<file path="config.mk">
export PLATFORM = sky130hd
export DESIGN_NAME = igmpc_parser
export DESIGN_NICKNAME = d
export VERILOG_FILES = /design/src/rtl/core/igmpc_pkg.sv /design/src/rtl/core/igmpc_parser.sv
export SDC_FILE = /design/constraint.sdc
export NUM_CORES = 1
export LEC_CHECK = 0
export CORE_UTILIZATION = 55
export DETAILED_ROUTE_END_ITERATION = 8
export DONT_BUFFER_PORTS = 1
export PLACE_DENSITY = 0.7
export SLEW_MARGIN = 10
export SYNTH_ARGS = -nofsm -noshare
export SYNTH_HDL_FRONTEND = slang
export SYNTH_SLANG_ARGS = --single-unit
</file>
<file path="constraint.sdc">
create_clock -name aclk -period 8.6 [get_ports aclk]
set_input_delay 1.72 -clock aclk [delete_from_list [all_inputs] [get_ports aclk]]
set_output_delay 1.72 -clock aclk [all_outputs]
set_load 0.02 [all_outputs]
</file>
<file path="src/rtl/core/igmpc_pkg.sv">
// ---------------------------------------------------------------------------
// igmpc_pkg
// shared types and constants of the igmp header checker
// ---------------------------------------------------------------------------
`default_nettype none

package igmpc_pkg;

    // packet size limits and igmpv3 layout
    localparam int unsigned MAX_PACKET_BYTES    = 2048;
    localparam int unsigned QUERY_BYTES         = 12;
    localparam int unsigned REPORT_HEADER_BYTES = 8;
    localparam int unsigned RECORD_BYTES        = 8;

    // internal widths
    localparam int unsigned COUNT_W = 12;
    localparam int unsigned TOTAL_W = COUNT_W + 1;
    localparam int unsigned HDR_W   = 6;
    localparam int unsigned LIMIT_W = 24;

    localparam logic [COUNT_W-1:0] COUNT_SAT = '1;

    // protocol and message codes
    localparam logic [7:0] IGMP_PROTO  = 8'd2;
    localparam logic [7:0] TYPE_QUERY  = 8'd17;
    localparam logic [7:0] TYPE_REPORT = 8'h22;

    // byte offsets
    localparam logic [COUNT_W-1:0] POS_PROTO   = 12'd9;
    localparam logic [COUNT_W-1:0] POS_PAYLOAD = 12'd20;
    localparam logic [COUNT_W-1:0] OFF_COUNT_HI = 12'd6;
    localparam logic [COUNT_W-1:0] OFF_COUNT_LO = 12'd7;

    // verdict codes
    localparam logic [2:0] VERDICT_OK        = 3'd0;
    localparam logic [2:0] VERDICT_NOT_IGMP  = 3'd1;
    localparam logic [2:0] VERDICT_BAD_TYPE  = 3'd2;
    localparam logic [2:0] VERDICT_TOO_LONG  = 3'd3;
    localparam logic [2:0] VERDICT_BAD_CSUM  = 3'd4;
    localparam logic [2:0] VERDICT_TRUNCATED = 3'd5;

    typedef struct packed {
        logic [7:0] data_byte;
        logic       last;
    } in_word_t;

    typedef struct packed {
        logic       accept;
        logic [2:0] verdict_code;
    } out_word_t;

    // packet state as seen after the final byte
    typedef struct packed {
        logic [TOTAL_W-1:0] total;
        logic [HDR_W-1:0]   header_bytes;
        logic               is_igmp;
        logic [7:0]         msg_type;
        logic [15:0]        rec_count;
        logic [15:0]        ones_sum;
    } pkt_summary_t;

endpackage

`default_nettype wire

</file>
<file path="src/rtl/core/igmpc_parser.sv">
// ---------------------------------------------------------------------------
// igmpc_parser
// per-packet header fields and running ones' complement payload sum
// ---------------------------------------------------------------------------
`default_nettype none

module igmpc_parser (
    input  wire logic                 aclk,
    input  wire logic                 aresetn,
    input  wire logic                 consume,
    input  wire igmpc_pkg::in_word_t  word,
    output igmpc_pkg::pkt_summary_t   summary
);

    logic [igmpc_pkg::COUNT_W-1:0] byte_count_reg, byte_count_next;
    logic [igmpc_pkg::HDR_W-1:0]   header_bytes_reg, header_bytes_next;
    logic                          is_igmp_reg, is_igmp_next;
    logic [7:0]                    msg_type_reg, msg_type_next;
    logic [15:0]                   rec_count_reg, rec_count_next;
    logic [15:0]                   ones_sum_reg, ones_sum_next;
    logic [7:0]                    pending_reg, pending_next;

    logic [3:0]                    ihl;
    logic                          in_payload;
    logic [igmpc_pkg::COUNT_W-1:0] off;
    logic [15:0]                   add_word;
    logic [16:0]                   raw_sum;
    logic                          do_add;

    always_comb begin
        ihl = (word.data_byte[3:0] < 4'd5) ? 4'd5 : word.data_byte[3:0];

        in_payload = (byte_count_reg >= igmpc_pkg::POS_PAYLOAD)
                  && (byte_count_reg >= {6'd0, header_bytes_reg})
                  && (byte_count_reg < igmpc_pkg::COUNT_SAT);
        off = byte_count_reg - {6'd0, header_bytes_reg};

        header_bytes_next = header_bytes_reg;
        is_igmp_next      = is_igmp_reg;
        msg_type_next     = msg_type_reg;
        rec_count_next    = rec_count_reg;
        pending_next      = pending_reg;
        add_word          = 16'd0;
        do_add            = 1'b0;

        if (byte_count_reg == '0) begin
            header_bytes_next = {ihl, 2'b00};
        end
        if (byte_count_reg == igmpc_pkg::POS_PROTO) begin
            is_igmp_next = (word.data_byte == igmpc_pkg::IGMP_PROTO);
        end
        if (in_payload) begin
            if (off == '0) begin
                msg_type_next = word.data_byte;
            end
            if (off == igmpc_pkg::OFF_COUNT_HI) begin
                rec_count_next[15:8] = word.data_byte;
            end
            if (off == igmpc_pkg::OFF_COUNT_LO) begin
                rec_count_next[7:0] = word.data_byte;
            end
            if (!off[0]) begin
                // high byte of a word, summed now only if the packet ends here
                pending_next = word.data_byte;
                add_word     = {word.data_byte, 8'd0};
                do_add       = word.last;
            end else begin
                add_word = {pending_reg, word.data_byte};
                do_add   = 1'b1;
            end
        end

        // end-around carry
        raw_sum       = {1'b0, ones_sum_reg} + {1'b0, add_word};
        ones_sum_next = do_add ? (raw_sum[15:0] + {15'd0, raw_sum[16]}) : ones_sum_reg;

        byte_count_next = (byte_count_reg < igmpc_pkg::COUNT_SAT)
                        ? byte_count_reg + 12'd1 : byte_count_reg;
    end

    always_comb begin
        summary.total        = {1'b0, byte_count_reg} + 13'd1;
        summary.header_bytes = header_bytes_next;
        summary.is_igmp      = is_igmp_next;
        summary.msg_type     = msg_type_next;
        summary.rec_count    = rec_count_next;
        summary.ones_sum     = ones_sum_next;
    end

    always_ff @(posedge aclk) begin
        if (!aresetn || (consume && word.last)) begin
            byte_count_reg   <= '0;
            header_bytes_reg <= '0;
            is_igmp_reg      <= 1'b0;
            msg_type_reg     <= '0;
            rec_count_reg    <= '0;
            ones_sum_reg     <= '0;
            pending_reg      <= '0;
        end else if (consume) begin
            byte_count_reg   <= byte_count_next;
            header_bytes_reg <= header_bytes_next;
            is_igmp_reg      <= is_igmp_next;
            msg_type_reg     <= msg_type_next;
            rec_count_reg    <= rec_count_next;
            ones_sum_reg     <= ones_sum_next;
            pending_reg      <= pending_next;
        end
    end

endmodule

`default_nettype wire

</file>
==> results.ini <==
[sta]
period_needed_ns = 8.127
rsz0062_at_grt = false
finalHoldViolCount = 0
whs_ns = 0.4655
timing.fmax_mhz = 123.0
tns_ns = 0
max_slew_margin_pct = 33.05
worst_pin_slew_ns = 0.9957
setup_viol = 0
fin_ws_ns = 0.4726
clock_skew_ns = 0.01313
finalCritPeriodShare_pct = 94.50
finalMaxSlewViolations = 0

[clock_tree]
clkLatencyLatePin_ns = 0.36
clk_path_buf_depth = 2
cts_buffers = 9
postCtsSetupRepairBufs = 0
root_buffer = clkbuf_8
clk_pin_slew_worst_paths_ns = 0.08
tritoncts = built
cts_num_sinks = 67
h-tree-depth = 3
ctsHoldBuffers = 0

[yosys]
ys_ff_latch = 67
synth_warnings = 0
syn_avg_cell_area_sq_um = 8.271
synth_flop_cell = dfxtp_1
syn_area_sq_um = 5054
synth_edf_count = 0
syn_nets = 652
yosysUniqueCellTypes = 72
synth_top_area_share_pct = 26.54
synthCells = 611
postSynth.asyncResetShare_pct = 0
synthTopCellsByArea = dfxtp_1 (27%), mux2i_1 (9.1%), mux2_2 (7.8%), ha_1 (6.7%), nand2_1 (5.7%)
yosysSeqAreaShare_pct = 26.54
synth_top_area_cell = dfxtp_1

[global_route]
grt_overflow = 0
grt_pass1_wl_mm = 19.92
grt_usage_pct = 26.19
grt_start_max_net_pins = 47
grt_pass1_vias = 4023
antenna_found_initial = 0

[power]
clock_power_share_pct = 37.5
pwr-share-seq_pct = 43.0
intPower_uw = 505.3
powerDensity_nw_per_um2 = 143.5
swShare_pct = 32.73
vdd_ir_drop_max_mv = 0.1103
p_comb_share_pct = 19.6
leakage_nw = 2.325
p_sw_uw = 245.9

[worst_hold_path]
min-delay-start = msg_type_reg[2]
min_path_type = register to register
whs_path_depth = 2

[worst_setup_path]
worstReg2RegStart = byte_count_reg[0]
path_max_fanout = 10
cp-end-kind = primary output
crit_end = summary[10]
crit_slowest_cell = o21ai_0
required_ns = 6.88
r2r_slack_ns = 2.40
cp-startpoint = byte_count_reg[0]
crit_arrival_ns = 6.41
cp.depth = 26
cp_top_family = compound AO/OA/AOI/OAI gates
rr_worst_depth = 24
cpMostUsedCell = ha_1
worstSetupPathType = register to primary output
r2r_end = ones_sum_reg[2]
crit_path_start_kind = register
critPathBufInv = 2
critPathMaxStageDelay_ns = 0.53

[floorplan]
die_h_um = 97.86
coreArea_sq_um = 8806
row_count = 34
start_util_pct = 57.39
die-area_sq_um = 9576
die_x_um = 97.86
num_io_pins = 72

[placement]
hpwl_mm = 8.964
dp_slack_ns = 0.9355
portBuffers = 0
gp_congestion = 0.9559

[routing]
viasPerCell = 6.046
first_iter_violations = 142
wirelength_mm = 12.21
remaining_drc_errors = 2
wl_per_cell_um = 17.40
firstDrtPassIters = 6
ant_nets = 0
vias = 4244

[cells_and_area]
fin_nets = 630
drive_above_1_share_pct = 13.47
n_fill_cell = 807
diodes = 0
final_common_cell = nand2_1
area_growth_pct = 3.565
final_cell_mix = nand2_1 (77), nor2_1 (69), dfxtp_1 (67), mux2i_1 (46), mux2_2 (35)

[status]
status = finished with violations
violations = design-rule violations

[job]
drv_cap = 0

-- area by class of cell --
type,count,area [sq um],area share (%)
inverter,14,52.55,1.004
multi-input combinational,496,3493,66.75
clock inverter,7,80.08,1.530
tap,108,135.1,2.582
sequential,67,1341,25.63
timing repair buffer,1,7.507,0.1434
clock buffer,9,123.9,2.367
-- synth_stat cells, drive strengths merged (12+ instances only) --
cell / instances
a21oi: 25
and2: 17
and3: 12
clkbuf: 26
dfxtp: 67
ha: 27
inv: 14
mux2: 35
mux2i: 46
nand2: 77
nand3: 23
nor2: 69
o21ai: 28
xnor2: 25
xor2: 15
-- what timing repair did --
item,CTS,global route
resized for setup,0,1
endpoints found under the hold margin,0,0
setup endpoints to repair,0,1
-- per-stage QoR --
step           cells  power [mW]  instance area [sq um]  utilization [%]
3_3_place_gp     686      0.4737                   5030            57.12
4_1_cts          702      0.7560                   5234            59.43
2_1_floorplan    611      0.4566                   5054                -
5_1_grt          702      0.7868                   5234            59.43
3_5_place_dp     686      0.4762                   5030            57.12
6_report         702      0.7512                   5234            59.43
-- routing by layer --
metal	global-route usage (%)	share of wire, %	up-vias
met5	0	0	-
met4	9.790	2.0	0
met3	4.939	3.9	20
met2	45.77	48	79
met1	31.86	46	2031
li1	-	-	2114
-- power groups by stage --
| stage | Clock (mW) | Combinational [mW] | Sequential, mW |
|---|---|---|---|
| 2_1_floorplan | 0 | 0.129 | 0.328 |
| 3_3_place_gp | 0 | 0.144 | 0.330 |
| 3_5_place_dp | 0 | 0.146 | 0.330 |
| 4_1_cts | 0.286 | 0.147 | 0.323 |
| 5_1_grt | 0.301 | 0.162 | 0.324 |
| 6_report | 0.282 | 0.147 | 0.323 |
-- cells by family after synthesis --
logic type,Yosys count,synth area share [%]
compound gates,101,13.69
xor+xnor,40,6.932
fa+ha+maj,29,7.477
buf+inv,48,4.333
flops,67,26.54
mux,81,16.91
simple gates,245,24.12
-- worst min-delay path, stage by stage (launching register included) --
cell and delay (ns):
dfxtp_1 0.32, nand2_1 0.05, mux2i_1 0.05
-- worst min path at each step --
stage                            endpoint  slack (ns)
after global routing      msg_type_reg[0]        0.48
after global placement    msg_type_reg[4]        0.44
after CTS                 msg_type_reg[2]        0.46
after floorplan           msg_type_reg[0]        0.43
after detailed placement  msg_type_reg[0]        0.45
final                     msg_type_reg[2]        0.47
Note: power is estimated with default switching activity, not from simulation.
